## src/design/b64_pkg.sv

```systemverilog
// ---------------------------------------------------------------------------
// b64_pkg: shared types and helpers for the base64 encoder
// Beat types for both channels, the group record passed from the byte
// collector to the character serialiser, and the alphabet lookup.
// ---------------------------------------------------------------------------
`default_nettype none

package b64_pkg;

    localparam logic [6:0] PAD_CHAR = 7'd61;
    localparam logic [5:0] SIX_BITS = 6'h3F;

    // Number of real bytes in a group.
    localparam logic [1:0] GRP_ONE  = 2'd1;
    localparam logic [1:0] GRP_TWO  = 2'd2;
    localparam logic [1:0] GRP_FULL = 2'd3;

    typedef struct packed {
        logic [7:0] data_byte;
        logic       end_of_message;
    } in_beat_t;

    typedef struct packed {
        logic [6:0] out_char;
        logic       last_char;
    } out_beat_t;

    typedef struct packed {
        logic [7:0] b0;
        logic [7:0] b1;
        logic [7:0] b2;
        logic [1:0] nbytes;
        logic       last;
    } group_t;

    // Maps a sextet onto A-Z a-z 0-9 + /.
    function automatic logic [6:0] sextet_char(input logic [5:0] v);
        logic [6:0] v7;
        v7 = {1'b0, v & SIX_BITS};
        if (v7 < 7'd26)
        begin
            return 7'd65 + v7;
        end
        else if (v7 < 7'd52)
        begin
            return 7'd71 + v7;
        end
        else if (v7 < 7'd62)
        begin
            return v7 - 7'd4;
        end
        else if (v7 == 7'd62)
        begin
            return 7'd43;
        end
        else
        begin
            return 7'd47;
        end
    endfunction

endpackage

`default_nettype wire

```

## src/design/b64_front.sv

```systemverilog
// ---------------------------------------------------------------------------
// b64_front: byte collector
// Accepts message bytes, holds up to two of them and hands a complete or
// closing group of bytes to the group queue.
// ---------------------------------------------------------------------------
`default_nettype none

module b64_front (
    input  wire logic              clk,
    input  wire logic              rst_n,
    input  wire logic              in_valid,
    output logic                   in_ready,
    input  b64_pkg::in_beat_t      in_data,
    output logic                   push_valid,
    input  wire logic              push_ready,
    output b64_pkg::group_t        push_data
);
    import b64_pkg::*;

    logic [1:0] count_reg, count_next;
    logic [7:0] p0_reg, p0_next;
    logic [7:0] p1_reg, p1_next;
    logic       accept;

    // Every beat may close a group, so the queue must have room.
    assign in_ready = push_ready;
    assign accept   = in_valid && in_ready;

    always_comb
    begin
        count_next = count_reg;
        p0_next    = p0_reg;
        p1_next    = p1_reg;
        push_valid = 1'b0;
        push_data  = '0;
        case (count_reg)
            2'd0:
            begin
                push_data = '{b0: in_data.data_byte, b1: 8'd0, b2: 8'd0,
                              nbytes: GRP_ONE, last: 1'b1};
                push_valid = in_valid && in_data.end_of_message;
                if (accept && !in_data.end_of_message)
                begin
                    p0_next    = in_data.data_byte;
                    count_next = 2'd1;
                end
            end
            2'd1:
            begin
                push_data = '{b0: p0_reg, b1: in_data.data_byte, b2: 8'd0,
                              nbytes: GRP_TWO, last: 1'b1};
                push_valid = in_valid && in_data.end_of_message;
                if (accept)
                begin
                    if (in_data.end_of_message)
                    begin
                        count_next = 2'd0;
                    end
                    else
                    begin
                        p1_next    = in_data.data_byte;
                        count_next = 2'd2;
                    end
                end
            end
            2'd2:
            begin
                push_data = '{b0: p0_reg, b1: p1_reg, b2: in_data.data_byte,
                              nbytes: GRP_FULL, last: in_data.end_of_message};
                push_valid = in_valid;
                if (accept)
                begin
                    count_next = 2'd0;
                end
            end
            default:
            begin
                count_next = 2'd0;
            end
        endcase
    end

    always_ff @(posedge clk or negedge rst_n)
    begin
        if (!rst_n)
        begin
            count_reg <= 2'd0;
        end
        else
        begin
            count_reg <= count_next;
        end
    end

    always_ff @(posedge clk)
    begin
        p0_reg <= p0_next;
        p1_reg <= p1_next;
    end

    a_count_range: assert property (@(posedge clk) disable iff (!rst_n)
        count_reg != 2'd3)
        else $error("byte collector holds more than two bytes");

endmodule

`default_nettype wire

```

## src/design/b64_queue.sv

```systemverilog
// ---------------------------------------------------------------------------
// b64_queue: two-entry group queue
// Decouples the byte collector from the character serialiser so that
// either side can stall without holding up the other.
// ---------------------------------------------------------------------------
`default_nettype none

module b64_queue (
    input  wire logic              clk,
    input  wire logic              rst_n,
    input  wire logic              push_valid,
    output logic                   push_ready,
    input  b64_pkg::group_t        push_data,
    output logic                   pop_valid,
    input  wire logic              pop_ready,
    output b64_pkg::group_t        pop_data
);
    import b64_pkg::*;

    group_t     mem [2];
    logic       wr_ptr_reg, wr_ptr_next;
    logic       rd_ptr_reg, rd_ptr_next;
    logic [1:0] count_reg, count_next;
    logic       push, pop;

    assign push_ready = (count_reg != 2'd2);
    assign pop_valid  = (count_reg != 2'd0);
    assign pop_data   = mem[rd_ptr_reg];
    assign push       = push_valid && push_ready;
    assign pop        = pop_valid && pop_ready;

    always_comb
    begin
        wr_ptr_next = push ? ~wr_ptr_reg : wr_ptr_reg;
        rd_ptr_next = pop ? ~rd_ptr_reg : rd_ptr_reg;
        count_next  = count_reg + {1'b0, push} - {1'b0, pop};
    end

    always_ff @(posedge clk or negedge rst_n)
    begin
        if (!rst_n)
        begin
            wr_ptr_reg <= 1'b0;
            rd_ptr_reg <= 1'b0;
            count_reg  <= 2'd0;
        end
        else
        begin
            wr_ptr_reg <= wr_ptr_next;
            rd_ptr_reg <= rd_ptr_next;
            count_reg  <= count_next;
        end
    end

    always_ff @(posedge clk)
    begin
        if (push)
        begin
            mem[wr_ptr_reg] <= push_data;
        end
    end

    a_count_max: assert property (@(posedge clk) disable iff (!rst_n)
        count_reg != 2'd3)
        else $error("group queue overflow");

    a_ptr_match: assert property (@(posedge clk) disable iff (!rst_n)
        (count_reg == 2'd0 || count_reg == 2'd2) |-> (wr_ptr_reg == rd_ptr_reg))
        else $error("group queue pointers disagree with fill count");

endmodule

`default_nettype wire

```

## src/design/b64_back.sv

```systemverilog
// ---------------------------------------------------------------------------
// b64_back: character serialiser
// Takes one group at a time from the queue and sends its four characters,
// one per beat, through a registered output stage.
// ---------------------------------------------------------------------------
`default_nettype none

module b64_back (
    input  wire logic              clk,
    input  wire logic              rst_n,
    input  wire logic              pop_valid,
    output logic                   pop_ready,
    input  b64_pkg::group_t        pop_data,
    output logic                   out_valid,
    input  wire logic              out_ready,
    output b64_pkg::out_beat_t     out_data
);
    import b64_pkg::*;

    group_t     grp_reg, grp_next;
    logic       grp_valid_reg, grp_valid_next;
    logic [1:0] idx_reg, idx_next;
    logic       out_valid_reg, out_valid_next;
    out_beat_t  out_reg, out_next;
    logic       load;
    logic [5:0] sextet;
    logic [6:0] code;

    // The output register can take a new character when empty or draining.
    assign load = grp_valid_reg && (!out_valid_reg || out_ready);

    // Fetch the next group while the current one sends its final character.
    assign pop_ready = !grp_valid_reg || (load && idx_reg == 2'd3);

    always_comb
    begin
        case (idx_reg)
            2'd0:    sextet = grp_reg.b0[7:2];
            2'd1:    sextet = {grp_reg.b0[1:0], grp_reg.b1[7:4]};
            2'd2:    sextet = {grp_reg.b1[3:0], grp_reg.b2[7:6]};
            default: sextet = grp_reg.b2[5:0];
        endcase

        code = sextet_char(sextet);
        if ((idx_reg == 2'd2 && grp_reg.nbytes == GRP_ONE) ||
            (idx_reg == 2'd3 && grp_reg.nbytes != GRP_FULL))
        begin
            code = PAD_CHAR;
        end
    end

    always_comb
    begin
        grp_next       = grp_reg;
        grp_valid_next = grp_valid_reg;
        idx_next       = idx_reg;
        out_valid_next = out_valid_reg;
        out_next       = out_reg;

        if (out_valid_reg && out_ready)
        begin
            out_valid_next = 1'b0;
        end

        if (load)
        begin
            out_valid_next     = 1'b1;
            out_next.out_char  = code;
            out_next.last_char = grp_reg.last && (idx_reg == 2'd3);
            idx_next           = idx_reg + 2'd1;
            if (idx_reg == 2'd3)
            begin
                grp_valid_next = 1'b0;
            end
        end

        if (pop_valid && pop_ready)
        begin
            grp_next       = pop_data;
            grp_valid_next = 1'b1;
            idx_next       = 2'd0;
        end
    end

    always_ff @(posedge clk or negedge rst_n)
    begin
        if (!rst_n)
        begin
            grp_valid_reg <= 1'b0;
            idx_reg       <= 2'd0;
            out_valid_reg <= 1'b0;
        end
        else
        begin
            grp_valid_reg <= grp_valid_next;
            idx_reg       <= idx_next;
            out_valid_reg <= out_valid_next;
        end
    end

    always_ff @(posedge clk)
    begin
        grp_reg <= grp_next;
        out_reg <= out_next;
    end

    assign out_valid = out_valid_reg;
    assign out_data  = out_reg;

    a_idx_needs_group: assert property (@(posedge clk) disable iff (!rst_n)
        (idx_reg != 2'd0) |-> grp_valid_reg)
        else $error("character index advanced with no group held");

    a_group_start: assert property (@(posedge clk) disable iff (!rst_n)
        (pop_valid && pop_ready) |=> (grp_valid_reg && idx_reg == 2'd0))
        else $error("fetched group did not start at its first character");

endmodule

`default_nettype wire

```

## src/design/base64_encoder.sv

```systemverilog
// ---------------------------------------------------------------------------
// base64_encoder: padded base64 encoder, one byte in, one character out
// Input channel (in_valid/in_ready/in_data) carries one message byte per
// beat with an end-of-message flag. Output channel (out_valid/out_ready/
// out_data) carries one ASCII character per beat; last_char marks the
// final character of a message.
// Every third byte, or a byte flagged as end of message, closes a group
// that produces four characters, padded with '=' for a short group.
// With the output side idle, the edge that accepts a closing beat writes
// its group into the queue; the serialiser then loads the group, and its
// output register raises out_valid with the first character. Output: one
// character per cycle while out_ready is high and groups are queued;
// input: one byte per cycle until the two-group queue is full.
// Reset clears the held byte count, the queue and the output stage; no
// character is pending afterwards.
// When the receiver stalls, the output register holds its beat, the queue
// fills, and in_ready falls once it has no room for another group.
// ---------------------------------------------------------------------------
`default_nettype none

module base64_encoder (
    input  wire logic              clk,
    input  wire logic              rst_n,
    input  wire logic              in_valid,
    output logic                   in_ready,
    input  b64_pkg::in_beat_t      in_data,
    output logic                   out_valid,
    input  wire logic              out_ready,
    output b64_pkg::out_beat_t     out_data
);
    import b64_pkg::*;

    logic   push_valid, push_ready;
    group_t push_data;
    logic   pop_valid, pop_ready;
    group_t pop_data;

    b64_front u_front (
        .clk        (clk),
        .rst_n      (rst_n),
        .in_valid   (in_valid),
        .in_ready   (in_ready),
        .in_data    (in_data),
        .push_valid (push_valid),
        .push_ready (push_ready),
        .push_data  (push_data)
    );

    b64_queue u_queue (
        .clk        (clk),
        .rst_n      (rst_n),
        .push_valid (push_valid),
        .push_ready (push_ready),
        .push_data  (push_data),
        .pop_valid  (pop_valid),
        .pop_ready  (pop_ready),
        .pop_data   (pop_data)
    );

    b64_back u_back (
        .clk        (clk),
        .rst_n      (rst_n),
        .pop_valid  (pop_valid),
        .pop_ready  (pop_ready),
        .pop_data   (pop_data),
        .out_valid  (out_valid),
        .out_ready  (out_ready),
        .out_data   (out_data)
    );

endmodule

`default_nettype wire

```

## config.mk

```make
export PLATFORM = sky130hd
export DESIGN_NAME = base64_encoder
export DESIGN_NICKNAME = d
export VERILOG_FILES = /design/src/design/b64_pkg.sv /design/src/design/b64_front.sv /design/src/design/b64_queue.sv /design/src/design/b64_back.sv /design/src/design/base64_encoder.sv
export SDC_FILE = /design/constraint.sdc
export NUM_CORES = 1
export LEC_CHECK = 0
export BUFFER_PORTS_ARGS = -buffer_cell sky130_fd_sc_hd__buf_2
export CAP_MARGIN = 10
export CORE_MARGIN = 2
export CORE_UTILIZATION = 63
export CTS_BUF_LIST = sky130_fd_sc_hd__clkbuf_4
export DETAILED_ROUTE_END_ITERATION = 12
export GPL_TIMING_DRIVEN = 1
export HOLD_SLACK_MARGIN = 0.03
export PLACE_DENSITY = 0.81
export SKIP_CTS_REPAIR_TIMING = 1
export SLEW_MARGIN = 20
export SYNTH_ARGS = -nofsm -noshare
export SYNTH_HDL_FRONTEND = slang
export SYNTH_SLANG_ARGS = --single-unit
```

## constraint.sdc

```tcl
create_clock -name clk -period 5.26 [get_ports clk]
set_input_delay 0.526 -clock clk [delete_from_list [all_inputs] [get_ports clk]]
set_output_delay 0.526 -clock clk [all_outputs]
set_load 0.02 [all_outputs]
```

==> key figures, run 1 <==
Outcome
  • Run status: complete, no violations

Place
  • Port buffer count: 22
  • GP Congestion: 0.811
  • DP Wirelength: between 5 and 6 mm

Drt
  • Final WL: between 8 and 9 mm
  • Routed len/inst: about 18 um
  • Vias post-DR: approximately 2800
  • DRT iter0 DRCs: roughly 260
  • Drt pass-1 iters: 6
  • DR DRC count: 0
  • Post-route ant nets: 0
  • Vias per cell: between 5 and 6

Timing
  • Fmax: 0.305 GHz
  • Fin crit share: 62.3%
  • Pins Over Slew Limit: 0
  • Period minus WS final: 3280 ps
  • Final count of negative-setup-slack endpoints: 0
  • Clk_skew: between 10 and 15 ps
  • Worst slew pin tran: roughly 900 ps
  • Fin. Hold Viols: 0
  • RSZ-0062 raised after global routing: false
  • Slew margin rel.: ~40%
  • Setup total negative slack: 0 ps

Flow run
  • Max cap viols: 0

Cells and area
  • Max reg flops: 54
  • Final net count: approximately 400
  • Ant. Diodes: 0
  • Layout cells sized above 1: 24.4%
  • Commonest cells after routing, fill and taps aside: edfxtp_1 (105), nor2_1 (36), mux2_2 (30)
  • Syn-to-layout area delta: 10.7%
  • Most common cell after layout, fill and taps aside: edfxtp_1
  • Layout fillers: ~480
  • Final design utilization: between 70% and 80%

Floorplan
  • Core Area: 7650 um^2
  • Total die area: roughly 8500 um^2
  • Chip width: roughly 92 um
  • Die Ht: between 90 and 100 um
  • Initial core utilization: approximately 64%
  • Number of primary I/O pins: 23
  • Row cnt: 32

Pwr
  • Static leakage power: approximately 0.002 uW
  • PwrDens: between 600 and 700 nW/um^2
  • Peak VDD IR: approximately 0.36 mV
  • Design Power: ~3400 uW

Synth
  • Syn nets: 364
  • Number of synthesized flops with an enable pin: around 110
  • Synth async-reset ratio: between 8 and 9%
  • Avg Inst Size Synth: 14.6 um^2
  • Synth Flop Type: edfxtp_1
  • Mapped Cells: 337
  • Synthesized cell area: about 5000 um^2
  • Seq cells post-synth: approximately 120
  • Seq/Total Area, Yosys: between 60% and 70%
  • Distinct cells, synth: 42
  • Yosys warnings: 0

GRT
  • First-pass GRT wire length: about 14 mm
  • Grt total ovfl: 0
  • Largest net degree at the start of global routing: 32
  • Initial antenna violation count: 0
  • Vias in the first global route: between 2000 and 3000
  • Total Routing Usage GR: 22.0%

Worst setup path
  • CP cell instances: inv_1 -> ha_1 -> a222oi_1 -> a21oi_1 -> inv_1 -> ha_1 -> nor4b_1 -> a31oi_1 -> a31oi_1 -> a2111oi_2
  • CP delay by family, top: compound AO/OA/AOI/OAI gates
  • Crit path buffers/inverters: 2
  • CP max stage delay: roughly 750 ps
  • Req. time, crit path: 5480 ps
  • Worst path slowest cell: a21oi_1
  • Max FO, Critical Path: 12
  • Critical Path Sink Type: register
  • Critical path startpoint category: register
  • CP Class: register to register
  • CP arrival: approximately 3500 ps

Clock network
  • CTS tree: yes
  • CTS sink cnt: between 100 and 150
  • Inserted Clock Buffers: 17
  • Worst-path clk slew: about 100 ps
  • H-tree depth reported by CTS: 4
  • CTS Buffer Depth: 2
  • Clk_lat worst skew: ~500 ps
  • Root buf cell: clkbuf_4

Hold path
  • Min-delay worst type: input port to register
-- power breakdown --
part           internal, uW  total, uW  switching [uW]
combinational           506       1300             797
sequential             1350       1470             120
clock                   372        674             302
-- worst register-to-register path, cell delays in order (launching register included) --
cell       delay, ps
dfrtp_1          410
inv_1            120
ha_1             290
a222oi_1         170
a21oi_1          750
inv_1            110
ha_1             380
nor4b_1          330
a31oi_1           90
a31oi_1          270
a2111oi_2         90
-- synth_stat cells (9+ instances only) --
cell type | number | area (um^2)
edfxtp_1 | 105 | 3150
nor2_1 | 36 | 135
mux2_2 | 30 | 338
a22oi_1 | 17 | 128
nand2_1 | 16 | 60.1
a21oi_1 | 14 | 70.1
ha_1 | 14 | 175
and2_1 | 13 | 81.3
inv_1 | 13 | 48.8
dfrtp_1 | 10 | 250
clkbuf_1 | 9 | 33.8
o21ai_0 | 9 | 45.0
-- logic make-up after synthesis --
kind of cell	Yosys count	synth area share [%]
multiplexers	32	7.36
buffers and inverters	27	2.27
AND/OR/NAND/NOR	81	7.61
AO/OA/AOI/OAI	63	9.04
adder cells (fa/ha/maj)	14	3.57
XOR/XNOR	5	0.891
flip-flops	115	69.3
-- per-stage QoR --
stage / area [um^2] / hold slack, ps / setup WS, ps / cells
2_1_floorplan: 4910 / 230 / 1130 / 337
3_3_place_gp: 5120 / 407 / 2290 / 451
3_5_place_dp: 5130 / 419 / 2100 / 451
4_1_cts: 5430 / -146 / 2070 / 482
5_1_grt: 5440 / 189 / 1780 / 483
6_report: 5440 / 254 / 1980 / 483
-- final cells by class --
class / count / area [um^2] / share of cell area [%]
Sequential cell: 115 / 3400 / 62.6
Timing Repair Buffer: 26 / 143 / 2.62
Clock inverter: 13 / 166 / 3.06
Inverter: 14 / 52.6 / 0.966
Tap cell: 102 / 128 / 2.35
Clock buffer: 18 / 135 / 2.49
Multi-Input combinational cell: 195 / 1410 / 25.9
-- worst paths after layout --
| check | from | to | slack (ps) | cells past startpoint |
|---|---|---|---|---|
| worst max register to register | u_back.idx_reg[0] | u_back.out_data[2] | 1980 | 10 |
| max in group asynchronous | rst_n | u_queue.rd_ptr_reg | 4600 | 2 |
| worst max-delay path | u_back.idx_reg[0] | u_back.out_data[2] | 1980 | 10 |
| worst min register to register | u_queue.count_reg[1] | u_queue.count_reg[1] | 520 | 1 |
| min in group asynchronous | rst_n | u_front.count_reg[0] | 430 | 2 |
| worst min-delay path | in_data[5] | u_front.p1_reg[4] | 250 | 1 |
-- routing by layer --
layer | track usage (%) | share of wire [%]
met1 | 26.6 | 42
met2 | 36.0 | 52
met3 | 7.65 | 4.8
met4 | 9.95 | 1.5
met5 | 0 | 0
No activity file was read; power rests on OpenSTA's default activity.
==> run 2: changes to the inputs <==
ABC_AREA = 1   (was not set)
CORE_UTILIZATION = 57   (was 63)
PLACE_DENSITY = 0.78   (was 0.81)
clock period = 2.8 ns   (was 5.26 ns; I/O delays follow)
==> key figures, run 2 <==
Outcome
  • Run status: complete, no violations

Synth
  • Yosys top cell by area: edfxtp_1
  • List of most frequent post-synthesis cells: nand2_1 (189), edfxtp_1 (105), inv_1 (42)
  • Yosys warnings: 0 (unchanged)
  • Synth async-reset ratio: 8.70% (unchanged)
  • Mapped Cells: 466 (+38%)
  • Synth Flop Type: edfxtp_1
  • Seq cells post-synth: 115 (unchanged)
  • Distinct cells, synth: 30 (-29%)
  • Share of the synthesized area in the top cell type: 62.7% (-1.5 points)
  • Synth area leaders: edfxtp_1 (63%), nand2_1 (14%), dfrtp_1 (5.0%)
  • Avg Inst Size Synth: 10.8 um^2 (-26%)
  • Most numerous cell in the Yosys netlist: nand2_1
  • Number of synthesized flops with an enable pin: 105 (unchanged)
  • Synthesized cell area: 5030 um^2 (+2.3%)
  • Seq/Total Area, Yosys: 67.7% (-1.6 points)
  • Syn nets: 493 (+35%)

Drt
  • Vias per cell: 5.14 (-12%)
  • Post-route ant nets: 0 (unchanged)
  • DR DRC count: 0 (unchanged)
  • Vias post-DR: 3242 (+14%)
  • Final WL: 8.69 mm (+2.7%)
  • DRT iter0 DRCs: 178 (-32%)
  • Routed len/inst: 13.8 um (-21%)
  • Drt pass-1 iters: 4 (-2)

Timing
  • Worst slew pin tran: 663 ps (-235 ps)
  • RSZ-0062 raised after global routing: false
  • Period minus WS final: 2350 ps (-920 ps)
  • Slew margin rel.: 55.7% (+16 points)
  • Final worst setup slack: 445 ps (-1540 ps)
  • Pins Over Slew Limit: 0 (unchanged)
  • Clk_skew: 15.6 ps (+3.42 ps)
  • Fmax: 0.425 GHz (+39%)
  • Setup total negative slack: 0 ps (unchanged)
  • Fin. Hold Viols: 0 (unchanged)
  • Final count of negative-setup-slack endpoints: 0 (unchanged)
  • Fin crit share: 84.1% (+22 points)

Floorplan
  • Chip width: 97.9 um (+6.1%)
  • Row cnt: 34 (+6.3%)
  • Die Ht: 97.9 um (+6.1%)
  • Core Area: 8640 um^2 (+13%)
  • Number of primary I/O pins: 23 (unchanged)
  • Total die area: 9590 um^2 (+13%)
  • Initial core utilization: 58.2% (-6.0 points)

Cells and area
  • Ant. Diodes: 0 (unchanged)
  • Most common cell after layout, fill and taps aside: nand2_1
  • Layout cells sized above 1: 14.9% (-9.5 points)
  • Finished Layout Cells: 631 (+31%)
  • Final net count: 537 (+36%)
  • Max reg flops: 54 (unchanged)
  • Commonest cells after routing, fill and taps aside: nand2_1 (189), edfxtp_1 (105), inv_1 (42)
  • Syn-to-layout area delta: 12.7%

Flow run
  • Max cap viols: 0 (unchanged)

Hold path
  • Min-delay worst type: input port to register

Pwr
  • Clock Power Share: 19.0% (-0.6 points)
  • Net Sw Frac: 38.2% (+2.9 points)
  • Peak VDD IR: 0.568 mV (+60%)
  • Static leakage power: 0.00249 uW (+24%)
  • PwrDens: 1220 nW/um^2 (+92%)
  • Sw Pwr: 2640 uW (+120%)
  • Pint: 4270 uW (+92%)
  • Combinational Power Share: 40.1% (+2.3 points)
  • Sequential share of power: 40.9% (-1.7 points)

Clock network
  • H-tree depth reported by CTS: 4 (unchanged)
  • Root buf cell: clkbuf_4
  • CTS Buffer Depth: 2 (unchanged)
  • CTS tree: yes
  • Clk_lat worst skew: 470 ps (-30 ps)
  • CTS sink cnt: 115 (unchanged)
  • Worst-path clk slew: 100 ps (about the same)
  • Inserted Clock Buffers: 17 (unchanged)

Place
  • Dpl ws: 508 ps (-1590 ps)
  • Placed cells: 590 (+31%)
  • Port buffer count: 22 (unchanged)
  • DP Wirelength: 5.79 mm (+3.7%)
  • GP Congestion: 0.887 (+9.4%)

Worst setup path
  • Critical path startpoint category: register
  • Critical Path Sink Type: register
  • CP arrival: 2500 ps (-1000 ps)
  • CP Class: register to register
  • Req. time, crit path: 2940 ps (-2540 ps)
  • Max FO, Critical Path: 28 (+16)

GRT
  • First-pass GRT wire length: 14.3 mm (+5.3%)
  • Grt total ovfl: 0 (unchanged)
  • Total Routing Usage GR: 19.1% (-2.9 points)
  • Initial antenna violation count: 0 (unchanged)
  • Vias in the first global route: 3175 (+14%)
  • Largest net degree at the start of global routing: 29 (-9.4%)
-- run 2: cell types whose count changed after synthesis, sizes merged, moves of 10 or more --
cell and change:
nand2 +181, and2 -14, a22oi -17, nor2 -10
mux2 -30, inv +32
-- run 2: kinds of logic after synthesis --
kind of cell / synth area share (%)
AOI/OAI and AO/OA: 4.60
xor gates and xnor gates: 0.697
adders and majority gates: 3.48
buffers and inverters: 4.53
DFF: 67.7
and+or+nand+nor: 19.0
-- run 2: final timing paths --
kind                                 startpoint                   end  slack [ps]  cells after the start
max                        u_front.count_reg[1]    u_queue.mem[1][23]         450                      9
min                                   out_ready      u_back.out_valid          50                      4
max reg2reg                u_front.count_reg[1]    u_queue.mem[1][23]         450                      9
min reg2reg                    u_back.out_valid      u_back.out_valid         500                      2
max in group asynchronous                 rst_n  u_queue.count_reg[0]        2420                      2
min in group asynchronous                 rst_n      u_back.out_valid         190                      2
-- run 2: per-layer routing --
| metal | wire length, um | part of all wire, % | GRT usage, % | up-vias |
|---|---|---|---|---|
| met5 | 0 | 0 | 0 | - |
| met4 | 219 | 2.5 | 9.08 | 0 |
| met3 | 274 | 3.2 | 5.44 | 20 |
| met2 | 4590 | 53 | 32.8 | 80 |
| met1 | 3600 | 41 | 22.1 | 1522 |
| li1 | - | - | - | 1620 |
-- run 2: through the flow --
| stage | area, um^2 | hold slack [ps] | total power [uW] | utilization [%] |
|---|---|---|---|---|
| global route | 5670 | 56.9 | 7440 | 65.6 |
| finish | 5670 | 45.5 | 6910 | 65.6 |
| detailed placement | 5260 | 155 | 5590 | 61.0 |
| global placement | 5260 | 156 | 5460 | 61.0 |
| floorplan | 5030 | -15.6 | 4930 | - |
| CTS | 5580 | -389 | 6910 | 64.6 |
-- run 2: worst max-delay path, cell delays in order (launching register included) --
cell     delay [ps]
dfrtp_1         430
inv_1           100
ha_1            440
o21ai_0         160
nand2_1          90
nand3_1          70
nor2_1          180
inv_1           110
nor2_2          100
buf_4           350
-- run 2: area by class of cell --
type                    count  area [um^2]
flip-flops and latches    115         3400
fillers                   631         2970
multi-input cells         293         1400
repair buffers             36          238
inverters                  47          176
clock inverters            12          164
clock buffers              20          150
well taps                 108          135
-- run 2: power by group through the flow --
stage	sequential, uW	clock, uW	combinational [uW]
floorplan	2910	0	2010
global placement	2850	0	2620
detailed placement	2860	0	2730
CTS	2830	1330	2760
global route	2880	1400	3160
finish	2830	1310	2770
==> run 3: changes to the inputs <==
ABC_AREA = 0   (was 1)
CORE_UTILIZATION = 63   (was 57)
PLACE_DENSITY = 0.81   (was 0.78)
clock period = 2.5 ns   (was 2.8 ns; I/O delays follow)
==> key figures, run 3 (synthesis gave the netlist of run 1 again) <==
GRT
  • Largest net degree at the start of global routing: 31 (+6.9%)
  • Grt total ovfl: 0 (unchanged)
  • First-pass GRT wire length: 14.3 mm (-0.34%)
  • Vias in the first global route: 2939 (-7.4%)
  • Total Routing Usage GR: 22.7% (+3.6 points)
  • Initial antenna violation count: 0 (unchanged)

Pwr
  • Static leakage power: 0.00217 uW (-13%)
  • Peak VDD IR: 0.755 mV (+33%)
  • PwrDens: 1360 nW/um^2 (+12%)

Hold path
  • Min-delay worst type: input port to register
  • WHS Endpoint: u_back.out_valid
  • Hold Path Depth: 3 (-1)
  • Min-delay src: out_ready

Worst setup path
  • Req. time, crit path: 2830 ps (-110 ps)
  • R2r endpoint: u_back.out_data[2]
  • Setup slack, reg-to-reg: 70 ps (-380 ps)
  • CP Class: register to register
  • Max FO, Critical Path: 4 (-86%)
  • CP arrival: 2760 ps (+260 ps)
  • Worst path slowest cell: dfrtp_1
  • CP max stage delay: 450 ps (about the same)
  • Crit path buffers/inverters: 3 (unchanged)
  • CP delay by family, top: compound AO/OA/AOI/OAI gates
  • Critical path startpoint category: register
  • Worst r2r path cells: 10 (+1)
  • Critical Path Sink Type: register
  • CP cell instances: inv_2 -> ha_4 -> a222oi_1 -> a21oi_1 -> inv_1 -> ha_4 -> buf_4 -> a31oi_1 -> a31oi_1 -> a2111oi_2
  • RR Startpoint: u_back.idx_reg[1]

Floorplan
  • Core Area: 7650 um^2 (-11%)
  • Chip width: 92.3 um (-5.7%)
  • Number of primary I/O pins: 23 (unchanged)
  • Initial core utilization: 64.3% (+6.0 points)
  • Total die area: 8520 um^2 (-11%)
  • Row cnt: 32 (-5.9%)
  • Die Ht: 92.3 um (-5.7%)

Clock network
  • Clk_lat worst skew: 510 ps (+40 ps)
  • CTS sink cnt: 115 (unchanged)
  • CTS Buffer Depth: 2 (unchanged)
  • Root buf cell: clkbuf_4
  • Inserted Clock Buffers: 17 (unchanged)
  • Worst-path clk slew: 110 ps (about the same)
  • H-tree depth reported by CTS: 4 (unchanged)
  • CTS tree: yes

Cells and area
  • Final design utilization: 76.5% (+11 points)
  • Final instance area: 5850 um^2 (+3.2%)
  • Commonest cells after routing, fill and taps aside: edfxtp_1 (105), nor2_1 (36), mux2_2 (30), buf_4 (30), buf_2 (22)
  • Syn-to-layout area delta: 19.0%
  • Layout fillers: 440 (-30%)
  • Max reg flops: 54 (unchanged)
  • Ant. Diodes: 0 (unchanged)
  • Final net count: 434 (-19%)
  • Layout cells sized above 1: 32.9% (+18 points)
  • Finished Layout Cells: 522 (-17%)
  • Most common cell after layout, fill and taps aside: edfxtp_1

Timing
  • Clk_skew: 21.9 ps (+6.30 ps)
  • Fin. Hold Viols: 0 (unchanged)
  • Worst slew pin tran: 798 ps (+135 ps)
  • Fmax: 0.411 GHz (-3.2%)
  • Fin crit share: 97.3% (+13 points)
  • RSZ-0062 raised after global routing: true
  • Pins Over Slew Limit: 0 (unchanged)
  • Period minus WS final: 2430 ps (+77.9 ps)
  • Setup total negative slack: 0 ps (unchanged)
  • Slew margin rel.: 46.8% (-8.8 points)
  • Worst hold slack: 47.6 ps (+2.02 ps)
  • Final count of negative-setup-slack endpoints: 0 (unchanged)

Place
  • DP Wirelength: 6.01 mm (+3.7%)
  • Placed inst area: 5310 um^2 (+0.90%)
  • GP Congestion: 0.882 (-0.59%)
  • Placed cells: 470 (-20%)
  • Port buffer count: 22 (unchanged)

Drt
  • DR DRC count: 0 (unchanged)
  • Drt pass-1 iters: 7 (+3)
  • DRT iter0 DRCs: 222 (+25%)
  • Vias per cell: 5.73 (+12%)
  • Routed len/inst: 17.6 um (+28%)
  • Post-route ant nets: 0 (unchanged)
  • Vias post-DR: 2993 (-7.7%)
  • Final WL: 9.19 mm (+5.7%)

Flow run
  • Max cap viols: 0 (unchanged)

Outcome
  • Run status: complete, no violations
## run 3: final cells by class
class | count | area [um^2] | area share [%]
Multi-Input combinational cell | 195 | 1510 | 25.8
Clock buffer | 18 | 135 | 2.31
Inverter | 14 | 55.1 | 0.941
Clock inverter | 14 | 139 | 2.37
Tap cell | 102 | 128 | 2.18
Timing Repair Buffer | 64 | 477 | 8.15
Sequential cell | 115 | 3400 | 58.2
## run 3: metrics by stage
| step | power, uW | worst slack (ps) |
|---|---|---|
| finish | 7950 | 67.3 |
| global route | 8430 | -90.2 |
| CTS | 7460 | 31.7 |
| detailed placement | 6180 | 51.2 |
| global placement | 6040 | 108 |
| floorplan | 5200 | 9.44 |
## run 3: how the worst max path moves through the flow
stage / from / slack, ps / to / cells after the start
after global placement: u_back.idx_reg[0] / 110 / u_back.out_data[2] / 10
after global routing: u_back.idx_reg[1] / -90 / u_back.out_data[2] / 10
final: u_back.idx_reg[1] / 70 / u_back.out_data[2] / 10
after detailed placement: u_back.idx_reg[0] / 50 / u_back.out_data[2] / 10
after CTS: u_back.idx_reg[0] / 30 / u_back.out_data[2] / 10
after floorplan: u_back.idx_reg[0] / 9 / u_back.out_data[2] / 11
## run 3: tightest hold or removal path, stage by stage
cell	delay (ps)
buf_2	70
nand2b_1	130
nand2b_1	60
## run 3: layer usage
layer	routed length [um]	GRT usage, %	vias to the layer above
met5	0	0	-
met4	168	8.71	0
met3	474	6.75	18
met2	4630	38.7	110
met1	3910	27.3	1450
li1	-	-	1415
## run 3: power by group
group / switching (uW) / internal [uW]
Clock: 689 / 596
Sequential: 172 / 2840
Combinational: 2010 / 1640
Total: 2870 / 5080
